### config.mk
export PLATFORM = sky130hd
export DESIGN_NAME = link_latency_blink_code_led_top_flat
export DESIGN_NICKNAME = d
export VERILOG_FILES = /design/src/design/llbc_pkg.sv /design/src/design/llbc_ev_if.sv /design/src/design/llbc_led_if.sv /design/src/design/llbc_cfg_if.sv /design/src/design/llbc_cfg_regs.sv /design/src/design/llbc_count.sv /design/src/design/llbc_core.sv /design/src/design/link_latency_blink_code_led_top.sv /design/src/flat_wrapper.sv
export VERILOG_INCLUDE_DIRS = /design/src /design/src/design
export SDC_FILE = /design/constraint.sdc
export NUM_CORES = 1
export LEC_CHECK = 0
export ABC_AREA = 1
export BUFFER_PORTS_ARGS = -buffer_cell sky130_fd_sc_hd__buf_2
export CELL_PAD_IN_SITES_DETAIL_PLACEMENT = 0
export CELL_PAD_IN_SITES_GLOBAL_PLACEMENT = 1
export CORE_MARGIN = 4
export CORE_UTILIZATION = 47
export DETAILED_ROUTE_END_ITERATION = 8
export GPL_TIMING_DRIVEN = 1
export HOLD_SLACK_MARGIN = 0.03
export PLACE_DENSITY_LB_ADDON = 0.1
export SYNTH_ARGS = -nofsm -noshare
export SYNTH_HDL_FRONTEND = slang
export SYNTH_SLANG_ARGS = --single-unit
### constraint.sdc
create_clock -name clk -period 9 [get_ports clk]
set_clock_uncertainty 0.05 [all_clocks]
set_input_delay 0.9 -clock clk [delete_from_list [all_inputs] [get_ports clk]]
set_output_delay 0.9 -clock clk [all_outputs]
set_load 0.03 [all_outputs]
### src/design/assert_macros.svh
// ---------------------------------------------------------------------------
// assert_macros.svh
// Shared concurrent assertion macros for the blink code LED block.
// ---------------------------------------------------------------------------
`ifndef ASSERT_MACROS_SVH
`define ASSERT_MACROS_SVH

// Property must hold at every clock edge outside reset.
`define LLBC_ASSERT(lbl, clk, rst_n, prop, msg) \
	lbl: assert property (@(posedge clk) disable iff (!rst_n) (prop)) else $error(msg);

// When pre holds, post must hold at the next clock edge.
`define LLBC_ASSERT_NEXT(lbl, clk, rst_n, pre, post, msg) \
	lbl: assert property (@(posedge clk) disable iff (!rst_n) (pre) |=> (post)) \
		else $error(msg);

`endif

### src/design/llbc_pkg.sv
// ---------------------------------------------------------------------------
// llbc_pkg
// Types and constants for the link latency blink code LED block.
// ---------------------------------------------------------------------------
package llbc_pkg;

	localparam int MODE_W     = 2;
	localparam int INTERVAL_W = 12;
	localparam int LATENCY_W  = 9;
	localparam int TICKS_W    = 16;
	localparam int BLINKS_W   = 5;
	localparam int CNT_W      = 3;
	localparam int CFG_IDX_W  = 3;
	localparam int CFG_DATA_W = 16;
	localparam int PROD_W     = INTERVAL_W + LATENCY_W + 1;

	localparam logic [INTERVAL_W-1:0] INTERVAL_MAX = 12'd3200;
	localparam logic [LATENCY_W-1:0]  LATENCY_MAX  = 9'd499;

	// Reset values of the configuration registers.
	localparam logic [TICKS_W-1:0]  ON_TICKS_RST        = 16'd60;
	localparam logic [TICKS_W-1:0]  GAP_TICKS_RST       = 16'd60;
	localparam logic [TICKS_W-1:0]  SETTLE_TICKS_RST    = 16'd400;
	localparam logic [BLINKS_W-1:0] BOOT_COUNT_RST      = 5'd15;
	localparam logic [TICKS_W-1:0]  POST_BOOT_TICKS_RST = 16'd600;

	// Bucket value in ms = floor(p * 5 / 4) with p = iv_clamp * lt_plus.
	// floor(5p/4) <= T  <=>  p <= floor((4T + 3) / 5), so compare p directly.
	localparam int MS_NUM = 5;
	localparam int MS_DEN = 4;
	localparam int P_LIM1 = (MS_DEN * 10  + MS_DEN - 1) / MS_NUM;
	localparam int P_LIM2 = (MS_DEN * 20  + MS_DEN - 1) / MS_NUM;
	localparam int P_LIM3 = (MS_DEN * 50  + MS_DEN - 1) / MS_NUM;
	localparam int P_LIM4 = (MS_DEN * 100 + MS_DEN - 1) / MS_NUM;

	typedef enum logic [MODE_W-1:0] {
		EV_TICK    = 2'd0,
		EV_PRESS   = 2'd1,
		EV_RELEASE = 2'd2,
		EV_PARAMS  = 2'd3
	} mode_t;

	typedef enum logic [2:0] {
		PH_BOOT_ON   = 3'd0,
		PH_BOOT_GAP  = 3'd1,
		PH_POST_BOOT = 3'd2,
		PH_IDLE      = 3'd3,
		PH_READ_ON   = 3'd4,
		PH_READ_GAP  = 3'd5,
		PH_SETTLE    = 3'd6
	} phase_t;

	typedef enum logic [CFG_IDX_W-1:0] {
		CFG_ON_TICKS        = 3'd0,
		CFG_GAP_TICKS       = 3'd1,
		CFG_SETTLE_TICKS    = 3'd2,
		CFG_BOOT_COUNT      = 3'd3,
		CFG_POST_BOOT_TICKS = 3'd4
	} cfg_idx_t;

	typedef struct packed {
		logic [TICKS_W-1:0]  on_ticks;
		logic [TICKS_W-1:0]  gap_ticks;
		logic [TICKS_W-1:0]  settle_ticks;
		logic [BLINKS_W-1:0] boot_count;
		logic [TICKS_W-1:0]  post_boot_ticks;
	} cfg_t;

	typedef struct packed {
		mode_t                 mode;
		logic [INTERVAL_W-1:0] conn_interval;
		logic [LATENCY_W-1:0]  slave_latency;
	} ev_t;

endpackage

### src/design/llbc_ev_if.sv
// ---------------------------------------------------------------------------
// llbc_ev_if
// Event channel: tick, key and link parameter transactions.
// ---------------------------------------------------------------------------
interface llbc_ev_if import llbc_pkg::*; ();
	logic                  valid;
	logic                  ready;
	logic [MODE_W-1:0]     mode;
	logic [INTERVAL_W-1:0] conn_interval;
	logic [LATENCY_W-1:0]  slave_latency;

	modport source (output valid, mode, conn_interval, slave_latency, input ready);
	modport sink   (input valid, mode, conn_interval, slave_latency, output ready);
endinterface

### src/design/llbc_led_if.sv
// ---------------------------------------------------------------------------
// llbc_led_if
// Result channel: LED level after each event.
// ---------------------------------------------------------------------------
interface llbc_led_if;
	logic valid;
	logic ready;
	logic led_on;

	modport source (output valid, led_on, input ready);
	modport sink   (input valid, led_on, output ready);
endinterface

### src/design/llbc_cfg_if.sv
// ---------------------------------------------------------------------------
// llbc_cfg_if
// Configuration write channel: register index and write data.
// ---------------------------------------------------------------------------
interface llbc_cfg_if import llbc_pkg::*; ();
	logic                  valid;
	logic                  ready;
	logic [CFG_IDX_W-1:0]  index;
	logic [CFG_DATA_W-1:0] data;

	modport source (output valid, index, data, input ready);
	modport sink   (input valid, index, data, output ready);
endinterface

### src/design/llbc_cfg_regs.sv
// ---------------------------------------------------------------------------
// llbc_cfg_regs
// Timing and boot count registers, written through the config channel.
// ---------------------------------------------------------------------------
module llbc_cfg_regs import llbc_pkg::*; (
	input  logic                  clk,
	input  logic                  arst_n,
	input  logic                  wr_en,
	input  logic [CFG_IDX_W-1:0]  wr_index,
	input  logic [CFG_DATA_W-1:0] wr_data,
	output cfg_t                  cfg
);

	cfg_t cfg_q;

	always_ff @(posedge clk or negedge arst_n) begin
		if (!arst_n) begin
			cfg_q.on_ticks        <= ON_TICKS_RST;
			cfg_q.gap_ticks       <= GAP_TICKS_RST;
			cfg_q.settle_ticks    <= SETTLE_TICKS_RST;
			cfg_q.boot_count      <= BOOT_COUNT_RST;
			cfg_q.post_boot_ticks <= POST_BOOT_TICKS_RST;
		end else if (wr_en) begin
			case (cfg_idx_t'(wr_index))
				CFG_ON_TICKS:        cfg_q.on_ticks        <= wr_data[TICKS_W-1:0];
				CFG_GAP_TICKS:       cfg_q.gap_ticks       <= wr_data[TICKS_W-1:0];
				CFG_SETTLE_TICKS:    cfg_q.settle_ticks    <= wr_data[TICKS_W-1:0];
				CFG_BOOT_COUNT:      cfg_q.boot_count      <= wr_data[BLINKS_W-1:0];
				CFG_POST_BOOT_TICKS: cfg_q.post_boot_ticks <= wr_data[TICKS_W-1:0];
				default: ;
			endcase
		end
	end

	assign cfg = cfg_q;

endmodule

### src/design/llbc_count.sv
// ---------------------------------------------------------------------------
// llbc_count
// Maps the link parameters to a blink count of 1 to 5.
// ---------------------------------------------------------------------------
module llbc_count import llbc_pkg::*; (
	input  logic [INTERVAL_W-1:0] conn_interval,
	input  logic [LATENCY_W-1:0]  slave_latency,
	output logic [CNT_W-1:0]      count
);

	logic [INTERVAL_W-1:0] iv_clamp;
	logic [LATENCY_W-1:0]  lt_clamp;
	logic [LATENCY_W:0]    lt_plus;
	logic [PROD_W-1:0]     prod;

	assign iv_clamp = (conn_interval > INTERVAL_MAX) ? INTERVAL_MAX : conn_interval;
	assign lt_clamp = (slave_latency > LATENCY_MAX) ? LATENCY_MAX : slave_latency;
	assign lt_plus  = {1'b0, lt_clamp} + (LATENCY_W+1)'(1);
	assign prod     = PROD_W'(iv_clamp) * PROD_W'(lt_plus);

	// 10 / 20 / 50 / 100 ms buckets, folded into thresholds on the product
	always_comb begin
		if (prod <= PROD_W'(P_LIM1))      count = CNT_W'(1);
		else if (prod <= PROD_W'(P_LIM2)) count = CNT_W'(2);
		else if (prod <= PROD_W'(P_LIM3)) count = CNT_W'(3);
		else if (prod <= PROD_W'(P_LIM4)) count = CNT_W'(4);
		else                              count = CNT_W'(5);
	end

endmodule

### src/design/llbc_core.sv
// ---------------------------------------------------------------------------
// llbc_core
// Blink phase sequencer and LED result register.
// ---------------------------------------------------------------------------
`include "assert_macros.svh"

module llbc_core import llbc_pkg::*; (
	input  logic             clk,
	input  logic             arst_n,
	input  logic             adv,
	input  ev_t              ev,
	input  logic [CNT_W-1:0] new_count,
	input  cfg_t             cfg,
	output logic             led_on
);

	phase_t               phase_q, phase_d;
	logic [TICKS_W-1:0]   time_q, time_d;
	logic [BLINKS_W-1:0]  blinks_q, blinks_d;
	logic                 pend_q, pend_d;
	logic [CNT_W-1:0]     cnt_q, cnt_d;
	logic                 led_q, led_d;

	// Next state: event first, then start a reading if idle with a trigger.
	always_comb begin
		phase_d  = phase_q;
		time_d   = time_q;
		blinks_d = blinks_q;
		pend_d   = pend_q;
		cnt_d    = cnt_q;
		case (ev.mode)
			EV_TICK: begin
				if (phase_q != PH_IDLE) begin
					if (time_q > TICKS_W'(1)) begin
						time_d = time_q - TICKS_W'(1);
					end else begin
						case (phase_q)
							PH_BOOT_ON: begin
								phase_d = PH_BOOT_GAP;
								time_d  = cfg.gap_ticks;
							end
							PH_BOOT_GAP: begin
								if (blinks_q > BLINKS_W'(1)) begin
									blinks_d = blinks_q - BLINKS_W'(1);
									phase_d  = PH_BOOT_ON;
									time_d   = cfg.on_ticks;
								end else begin
									blinks_d = '0;
									phase_d  = PH_POST_BOOT;
									time_d   = cfg.post_boot_ticks;
								end
							end
							PH_READ_ON: begin
								if (blinks_q > BLINKS_W'(1)) begin
									blinks_d = blinks_q - BLINKS_W'(1);
									phase_d  = PH_READ_GAP;
									time_d   = cfg.gap_ticks;
								end else begin
									blinks_d = '0;
									phase_d  = PH_SETTLE;
									time_d   = cfg.settle_ticks;
								end
							end
							PH_READ_GAP: begin
								phase_d = PH_READ_ON;
								time_d  = cfg.on_ticks;
							end
							default: begin
								phase_d = PH_IDLE;
								time_d  = '0;
							end
						endcase
					end
				end
			end
			EV_PRESS: begin
				pend_d = 1'b1;
			end
			EV_PARAMS: begin
				pend_d = 1'b1;
				cnt_d  = new_count;
			end
			default: ;
		endcase
		if (phase_d == PH_IDLE && pend_d) begin
			pend_d   = 1'b0;
			blinks_d = BLINKS_W'(cnt_d);
			phase_d  = PH_READ_ON;
			time_d   = cfg.on_ticks;
		end
	end

	// Output decode on the next phase
	always_comb begin
		led_d = (phase_d == PH_BOOT_ON) || (phase_d == PH_READ_ON);
	end

	always_ff @(posedge clk or negedge arst_n) begin
		if (!arst_n) begin
			phase_q  <= PH_BOOT_ON;
			time_q   <= ON_TICKS_RST;
			blinks_q <= BOOT_COUNT_RST;
			pend_q   <= 1'b0;
			cnt_q    <= CNT_W'(1);
		end else if (adv) begin
			phase_q  <= phase_d;
			time_q   <= time_d;
			blinks_q <= blinks_d;
			pend_q   <= pend_d;
			cnt_q    <= cnt_d;
		end
	end

	always_ff @(posedge clk) begin
		if (adv) begin
			led_q <= led_d;
		end
	end

	assign led_on = led_q;

	`LLBC_ASSERT(a_no_idle_pend, clk, arst_n, !(phase_q == PH_IDLE && pend_q), "trigger left pending while idle")
	`LLBC_ASSERT(a_read_blinks, clk, arst_n, !((phase_q == PH_READ_ON || phase_q == PH_READ_GAP) && blinks_q == '0), "reading with no blinks left")
	`LLBC_ASSERT(a_cnt_range, clk, arst_n, (cnt_q != '0) && (cnt_q <= CNT_W'(5)), "blink count out of range")
	`LLBC_ASSERT_NEXT(a_hold, clk, arst_n, !adv, $stable(phase_q) && $stable(time_q) && $stable(pend_q), "state moved without an event")
	`LLBC_ASSERT_NEXT(a_led_phase, clk, arst_n, adv, led_q == (phase_q == PH_BOOT_ON || phase_q == PH_READ_ON), "LED does not match phase")

endmodule

### src/design/link_latency_blink_code_led_top.sv
// ---------------------------------------------------------------------------
// link_latency_blink_code_led_top
// Status LED blink code generator showing worst-case link latency.
// ---------------------------------------------------------------------------
//
//  channel  | dir | payload                              | transaction
//  ---------+-----+--------------------------------------+----------------------
//  ev       | in  | mode, conn_interval, slave_latency   | valid & ready
//  led      | out | led_on                               | valid & ready
//  cfg      | in  | index, data                          | valid & ready (ready=1)
//
//  Throughput: one event per clock while led.ready is high; the accepting edge
//    loads the input register, and the event's LED level is loaded into the
//    result register when it advances, then offered on the led channel.
//  The combinational state update (compare/decrement of time_q, clamp and
//    12x10 multiply for the blink count) sets the per-event work.
//  Reset: asynchronous, arst_n low. Starts in the boot signature, first
//    blink lit, with all register defaults; no clearing pass.
//  Stalls: led.ready low while the result register is full freezes it and the
//    input register; ev.ready stays high while the input register is empty.
//
// Config writes are taken any cycle; they must land only while no event
// is in flight.
// ---------------------------------------------------------------------------
module link_latency_blink_code_led_top import llbc_pkg::*; (
	input logic       clk,
	input logic       arst_n,
	llbc_ev_if.sink   ev,
	llbc_led_if.source led,
	llbc_cfg_if.sink  cfg
);

	// Input register stage
	ev_t              ev_s1;
	logic             vld_s1;
	// Result register valid
	logic             out_vld_q;
	logic             adv;
	cfg_t             cfg_val;
	logic [CNT_W-1:0] new_count;

	// An event moves into the core when the result slot is free or draining.
	assign adv      = vld_s1 && (!out_vld_q || led.ready);
	assign ev.ready = !vld_s1 || adv;
	assign cfg.ready = 1'b1;

	always_ff @(posedge clk or negedge arst_n) begin
		if (!arst_n) begin
			vld_s1 <= 1'b0;
		end else if (ev.ready) begin
			vld_s1 <= ev.valid;
		end
	end

	always_ff @(posedge clk) begin
		if (ev.ready && ev.valid) begin
			ev_s1.mode          <= mode_t'(ev.mode);
			ev_s1.conn_interval <= ev.conn_interval;
			ev_s1.slave_latency <= ev.slave_latency;
		end
	end

	always_ff @(posedge clk or negedge arst_n) begin
		if (!arst_n) begin
			out_vld_q <= 1'b0;
		end else if (adv) begin
			out_vld_q <= 1'b1;
		end else if (led.ready) begin
			out_vld_q <= 1'b0;
		end
	end

	llbc_cfg_regs u_cfg (
		.clk      (clk),
		.arst_n   (arst_n),
		.wr_en    (cfg.valid),
		.wr_index (cfg.index),
		.wr_data  (cfg.data),
		.cfg      (cfg_val)
	);

	llbc_count u_count (
		.conn_interval (ev_s1.conn_interval),
		.slave_latency (ev_s1.slave_latency),
		.count         (new_count)
	);

	llbc_core u_core (
		.clk       (clk),
		.arst_n    (arst_n),
		.adv       (adv),
		.ev        (ev_s1),
		.new_count (new_count),
		.cfg       (cfg_val),
		.led_on    (led.led_on)
	);

	assign led.valid = out_vld_q;

endmodule

### src/flat_wrapper.sv
// flat-port wrapper written by rule: the top's interface ports become plain ports
module link_latency_blink_code_led_top_flat import llbc_pkg::*;
  (clk, arst_n, ev_valid, ev_mode, ev_conn_interval, ev_slave_latency, ev_ready, led_valid, led_led_on, led_ready, cfg_valid, cfg_index, cfg_data, cfg_ready);
  llbc_ev_if ev_i ();
  llbc_led_if led_i ();
  llbc_cfg_if cfg_i ();
  input logic clk;
  input logic arst_n;
  input wire logic [$bits(ev_i.valid)-1:0] ev_valid;
  input wire logic [$bits(ev_i.mode)-1:0] ev_mode;
  input wire logic [$bits(ev_i.conn_interval)-1:0] ev_conn_interval;
  input wire logic [$bits(ev_i.slave_latency)-1:0] ev_slave_latency;
  output wire logic [$bits(ev_i.ready)-1:0] ev_ready;
  output wire logic [$bits(led_i.valid)-1:0] led_valid;
  output wire logic [$bits(led_i.led_on)-1:0] led_led_on;
  input wire logic [$bits(led_i.ready)-1:0] led_ready;
  input wire logic [$bits(cfg_i.valid)-1:0] cfg_valid;
  input wire logic [$bits(cfg_i.index)-1:0] cfg_index;
  input wire logic [$bits(cfg_i.data)-1:0] cfg_data;
  output wire logic [$bits(cfg_i.ready)-1:0] cfg_ready;
  assign ev_i.valid = ev_valid;
  assign ev_i.mode = ev_mode;
  assign ev_i.conn_interval = ev_conn_interval;
  assign ev_i.slave_latency = ev_slave_latency;
  assign ev_ready = ev_i.ready;
  assign led_valid = led_i.valid;
  assign led_led_on = led_i.led_on;
  assign led_i.ready = led_ready;
  assign cfg_i.valid = cfg_valid;
  assign cfg_i.index = cfg_index;
  assign cfg_i.data = cfg_data;
  assign cfg_ready = cfg_i.ready;
  link_latency_blink_code_led_top u_core (.clk(clk), .arst_n(arst_n), .ev(ev_i), .led(led_i), .cfg(cfg_i));
endmodule
After elaboration in Yosys (flattened, before gate mapping)
Cells that the tools add are included.

operators by class
  add/subtract/negate cells = 3
  $mul = 1
  magnitude comparators = 8
  equal/unequal tests = 12
  multiplexer cells = 31
  reductions and logical operators = 24

operators with widths
  cell                                                                               count
  16-bit two-way mux                                                                 6
  16-bit one-hot mux with 4 select lines                                             1
  5-bit two-way mux                                                                  6
  3-bit two-way mux                                                                  8
  22-bit by 4-bit <= comparator with 1-bit output (second input constant)            1
  22-bit by 5-bit <= comparator with 1-bit output (second input constant)            1
  22-bit by 6-bit <= comparator with 1-bit output (second input constant)            1
  22-bit by 7-bit <= comparator with 1-bit output (second input constant)            1
  12-bit by 10-bit multiplier with 22-bit output                                     1
  16-bit by 1-bit greater-than comparator with 1-bit output (second input constant)  1
  16-bit by 1-bit subtractor with 16-bit output (second input constant)              1
  3-bit equality test (second input constant)                                        4
  12-bit greater-than comparator (second input constant)                             1
  12-bit two-way mux                                                                 1
  3-bit one-hot mux with 4 select lines                                              1
  9-bit by 1-bit adder with 10-bit output (second input constant)                    1
  9-bit greater-than comparator (second input constant)                              1
  3-bit logical NOT                                                                  3
  9-bit two-way mux                                                                  1
  2-bit AND reduction                                                                4
  2-bit nonzero test                                                                 4
  3-bit by 1-bit equality test with 1-bit output (second input constant)             2
  3-bit by 2-bit equality test with 1-bit output (second input constant)             2
  5-bit by 1-bit greater-than comparator with 1-bit output (second input constant)   1
  other kinds (14)                                                                   25

storage, ports and cells
  register bits after elaboration = 118
  bits of input ports = 47
  output and inout bits = 4
  logic and storage cells = 94

Longest topological paths before layout
  depth after elaboration = 11
  depth in mapped cells = 45
  depth with buffers taken out = 44

By module
Synthesis repeated with hierarchy kept, for this count alone.

second synthesis, totals
  cells, all modules = 1622
  area, all modules = 11626.2 sq um

modules (own cells, without submodules)
  module                           instances  cells an instance  area each (sq um)  sequential area each (sq um)
  llbc_count                       1          729                4797.1             0.0
  llbc_core                        1          546                3188.1             742.0
  llbc_cfg_regs                    1          310                2844.0             1750.4
  link_latency_blink_code_led_top  1          37                 797.0              740.7

Worst setup path after synthesis
Ideal clock, no wire load.

  kind = register to register
  start point = register, netlist name u_core.ev_s1[5]
  end point = register u_core.u_core.cnt_q[2]
  library setup time = 0.134 ns
  data arrival time = 6.674 ns
  data required time = 8.816 ns
  path slack = 2.142 ns
  stages on the path, launching flop included = 39
  path buffers = 1
  period minus slack after synthesis = 6.858 ns
  cells stage by stage = edfxtp_1 inv_1 nor3_1 nand2_1 inv_1 nor2_1 inv_1 clkbuf_1 ha_1 nand2_1 nor3_1 a21oi_1 inv_1 nand2_1 fa_1 fa_1 fa_1 fa_1 [... 3 more ...] nand2_1 inv_1 nand2_1 nand2_1 a21oi_1 nand2_1 nand2_1 nand2_1 nor2_1 nand2_1 nor2_1 nand3_1 nor2_1 nor2_1 nand2_1 o21ai_0 nand2_1 o21ai_0

between the ends
  cells in the longest elaborated chain, start to end = 9
  elaborated cells on any way between the ends = 11
  those cells by class = add/sub (1); mul (1); order compare (4); mux (5)

ends and longest elaborated chain
  element                                           RTL line          text
  9-bit greater-than comparator                     llbc_count.sv:17  assign lt_clamp = (slave_latency > LATENCY_MAX) ? LATENCY_MAX : slave_latency;
  9-bit two-way mux *                               llbc_count.sv:17
  9-bit by 1-bit adder with 10-bit output *         llbc_count.sv:18  assign lt_plus = {1'b0, lt_clamp} + (LATENCY_W+1)'(1);
  12-bit by 10-bit multiplier with 22-bit output *  llbc_count.sv:19  assign prod = PROD_W'(iv_clamp) * PROD_W'(lt_plus);
  22-bit by 6-bit <= comparator with 1-bit output   llbc_count.sv:25  else if (prod <= PROD_W'(P_LIM3)) count = CNT_W'(3);
  3-bit two-way mux                                 llbc_count.sv:25
  3-bit two-way mux                                 llbc_count.sv:24  else if (prod <= PROD_W'(P_LIM2)) count = CNT_W'(2);
  3-bit two-way mux *                               llbc_count.sv:23  if (prod <= PROD_W'(P_LIM1)) count = CNT_W'(1);
  3-bit two-way mux *                               llbc_core.sv:31   case (ev.mode)
  to (signal assigned)                              llbc_core.sv:110  cnt_q <= cnt_d;
  to (decl)                                         llbc_core.sv:21   logic [CNT_W-1:0] cnt_q, cnt_d;

Every way passes the cells marked *; elsewhere a longest branch is shown, timed or not.
A chain may end at the register's enable or synchronous reset.

Worst setup path in the final report
  start point = register, netlist name u_core.ev_s1[5]
  end point = register u_core.u_core.cnt_q[2]

between the ends
  cells in the longest elaborated chain, start to end = 9
  elaborated cells on any way between the ends = 11
  those cells by class = add/sub (1); mul (1); order compare (4); mux (5)

ends and longest elaborated chain
  element                                           RTL line
  9-bit greater-than comparator                     llbc_count.sv:17
  9-bit two-way mux *                               llbc_count.sv:17
  9-bit by 1-bit adder with 10-bit output *         llbc_count.sv:18
  12-bit by 10-bit multiplier with 22-bit output *  llbc_count.sv:19
  22-bit by 6-bit <= comparator with 1-bit output   llbc_count.sv:25
  3-bit two-way mux                                 llbc_count.sv:25
  3-bit two-way mux                                 llbc_count.sv:24
  3-bit two-way mux *                               llbc_count.sv:23
  3-bit two-way mux *                               llbc_core.sv:31

Marked as above.

==> metrics.yaml <==
die:
  die_y_um: 156
  start_util_pct: 48.3
  rows: 53
  ios: 51
  core_area_mm2: 0.0212
  die_width_um: 156
  die-area_mm2: 0.0242
yosys:
  synth_area_leaders: "dfrtp_1 (17%), fa_1 (15%), nand2_1 (13%)"
  synth_edf_count: 24
  seq_area_frac_synth_pct: 30.3
  syn_avg_cell_area_um2: 7.56
  synth_async_sr_flop_share_pct: 79.7
  ys_ff_latch: 118
  ys_types: 46
  synth.largest_area_cell: "dfrtp_1"
  synth-main-ff-cell: "dfrtp_1"
  synth_top_area_share_pct: 17.1
  postSynthCellCount: 1356
  yosys_warnings: 0
  syn-cell-area_mm2: 0.0103
worst_hold_path:
  hold_depth: 2
  hold-path-endpoint: "u_core.u_core.cnt_q[0]"
  min-delay-start: "u_core.u_core.cnt_q[0]"
  min_path_type: "register to register"
timing:
  max_slew_margin_pct: 23.2
  hold_viol_final: 0
  fin_crit_sh_pct: 86.4
  whs_ns: 0.426
  drv_slew: 0
  layout_setup_ws_ns: 1.22
  period_needed_ns: 7.78
  rsz0062_at_grt: "false"
  max_slew.worst_pin.slew_ns: 1.15
  finalSetupViolations: 0
  tns_ns: 0
  timing.fmax_ghz: 0.129
detailed_routing:
  drtIter0Drc: 429
  drc: 0
  firstDrtPassIters: 5
  viasPerCell: 5.18
  drtAntennaViolNets: 0
  wl_per_cell_um: 15.5
  wirelength_um: 26200
  vias: 8746
grt:
  grt_max_degree: 49
  overflow: 0
  grt_pass1_vias: 8941
  antenna_found_initial: 0
  grt_pass1_wl_um: 44800
  grt.total_usage_pct: 23.1
status:
  outcome: "completed"
cts:
  clkSlewWorstSetupHoldPaths_ns: 0.06
  cts_tree: "yes"
  cts_resized: 0
  cts_buffers: 17
  cts_root_buf: "clkbuf_16"
  holdBufCountCts: 0
  cts_setup_buffers: 0
  h-tree-depth: 4
  clockBufferDepth: 2
  clk_latency_ns: 0.43
  cts_sinks: 118
setup_path:
  crit_slowest_cell: "fa_1"
  crit_path_max_incr_delay_ns: 0.54
  worstPathRequired_ns: 9.23
  cp_top_family: "adder cells"
  r2r_end: "u_core.u_core.cnt_q[2]"
  cp_num_buf_inv: 6
  r2r_slack_ns: 1.22
  endpoint_kind: "register"
  r2r-start: "u_core.ev_s1[5]"
  cp.arrival_ns: 8.01
  path_max_fanout: 11
  cp-start-kind: "register"
  crit_type: "register to register"
  crit_top_cell: "nand2_1"
  r2r_cells: 37
layout:
  drive_above_1_share_pct: 8.90
  multiInputGateArea_mm2: 0.00619
  syn2layout_area_growth_pct: 10.9
  seqCellArea_mm2: 0.00310
  final_nets: 1589
  layout_commonest_cell: "nand2_1"
  antenna_cells_inserted: 0
  fill_cells: 2112
  final_cell_mix: "nand2_1 (352), inv_1 (219), nor2_1 (147)"
  finalNonFillerCells: 1690
  final_cell_area_mm2: 0.0114
  fin_util_pct: 53.5
power_and_ir_drop:
  p_total_mw: 4.26
  max-vdd-ir-drop_mv: 0.266
  leakagePower_nw: 5.79
  powerDensity_mw_per_mm2: 375
placement:
  io_buffers: 49
  hpwlAfterDp_um: 20200
  pre_cts_ws_ns: 1.27
  dp.cells: 1658
  gp_congestion: 0.874
  dpl_cell_area_mm2: 0.0108
run:
  max_cap_violations: 0
## synthesized netlist by cell type (2+ instances only)
| master | instances |
|---|---|
| xor2_1 | 13 |
| nand3b_1 | 3 |
| a21oi_4 | 2 |
| nor2_2 | 2 |
| o21bai_1 | 2 |
| o21ai_0 | 115 |
| nor3_1 | 31 |
| inv_1 | 219 |
| or2_2 | 4 |
| edfxtp_1 | 24 |
| inv_2 | 3 |
| nand3_1 | 50 |
| a41oi_1 | 16 |
| dfrtp_1 | 70 |
| nor2_1 | 147 |
| nor3b_1 | 2 |
| ha_1 | 62 |
| a22oi_1 | 3 |
| nand4_1 | 4 |
| a21oi_1 | 50 |
| fa_1 | 78 |
| o31ai_1 | 4 |
| a31oi_1 | 16 |
| clkbuf_1 | 27 |
| xnor2_1 | 2 |
| buf_2 | 5 |
| clkinv_1 | 5 |
| buf_4 | 3 |
| nand2_1 | 352 |
| and2_1 | 2 |
| conb_1 | 2 |
| dfstp_2 | 24 |
## worst max path at each step
stage | startpoint | to | slack, ns | depth (start not counted)
finish | u_core.ev_s1[5] | u_core.u_core.cnt_q[2] | 1.22 | 37
global route | u_core.ev_s1[5] | u_core.u_core.cnt_q[2] | 0.43 | 37
CTS | u_core.ev_s1[5] | u_core.u_core.cnt_q[2] | 1.25 | 37
detailed placement | u_core.ev_s1[5] | u_core.u_core.cnt_q[2] | 1.27 | 37
global placement | u_core.ev_s1[3] | u_core.u_core.cnt_q[2] | 1.36 | 37
floorplan | u_core.ev_s1[5] | u_core.u_core.cnt_q[2] | 2.14 | 38
## sequential cells by signal (all words and copies together) (netlist names)
register,flops
u_core.u_core.cnt_q,3
u_core.vld_s1,1
u_core.led.valid,1
u_core.u_core.phase_q,3
u_core.u_core.led_on,1
u_core.u_core.pend_q,1
u_core.ev_s1,23
u_core.u_cfg.cfg,64
u_core.u_core.time_q,16
u_core.u_core.blinks_q,5
## routing by layer
metal  global-route usage [%]  share of wire [%]
met1                     28.6                 43
met2                     41.6                 52
met3                     3.55                3.5
met4                     6.96                1.9
met5                        0                  0
## logic make-up (layout without fill, tap and decap cells)
logic type,count (synthesis),count (layout),synth area share [%]
compound gates,215,215,12.0
simple gates,602,602,23.8
buf+inv,264,312,9.86
xor+xnor,15,15,1.28
other cells,2,13,0.0733
flops,118,118,30.3
fa+ha+maj,140,140,22.8
## worst register-to-register path, delay by kind of cell, from the launching register on
kind,cells,cell delay (ns)
buf+inv,6,0.86
flops,1,0.39
fa+ha+maj,7,3.20
simple gates,20,2.41
compound gates,4,0.73
## where the power goes
part / switching (mW) / leakage (nW) / internal, mW
Clock: 0.272 / 0.293 / 0.416
Combinational: 1.81 / 4.16 / 0.961
Sequential: 0.106 / 1.33 / 0.691
Total: 2.19 / 5.79 / 2.07
## layout make-up
cell class | instances | share of cell area [%]
Tap cell | 275 | 3.03
Clock inverter | 14 | 1.45
Sequential cell | 118 | 27.3
Multi-Input combinational cell | 985 | 54.5
Inverter | 228 | 7.54
Timing Repair Buffer | 52 | 2.38
Clock buffer | 18 | 3.78
No activity file was read; power rests on OpenSTA's default activity.
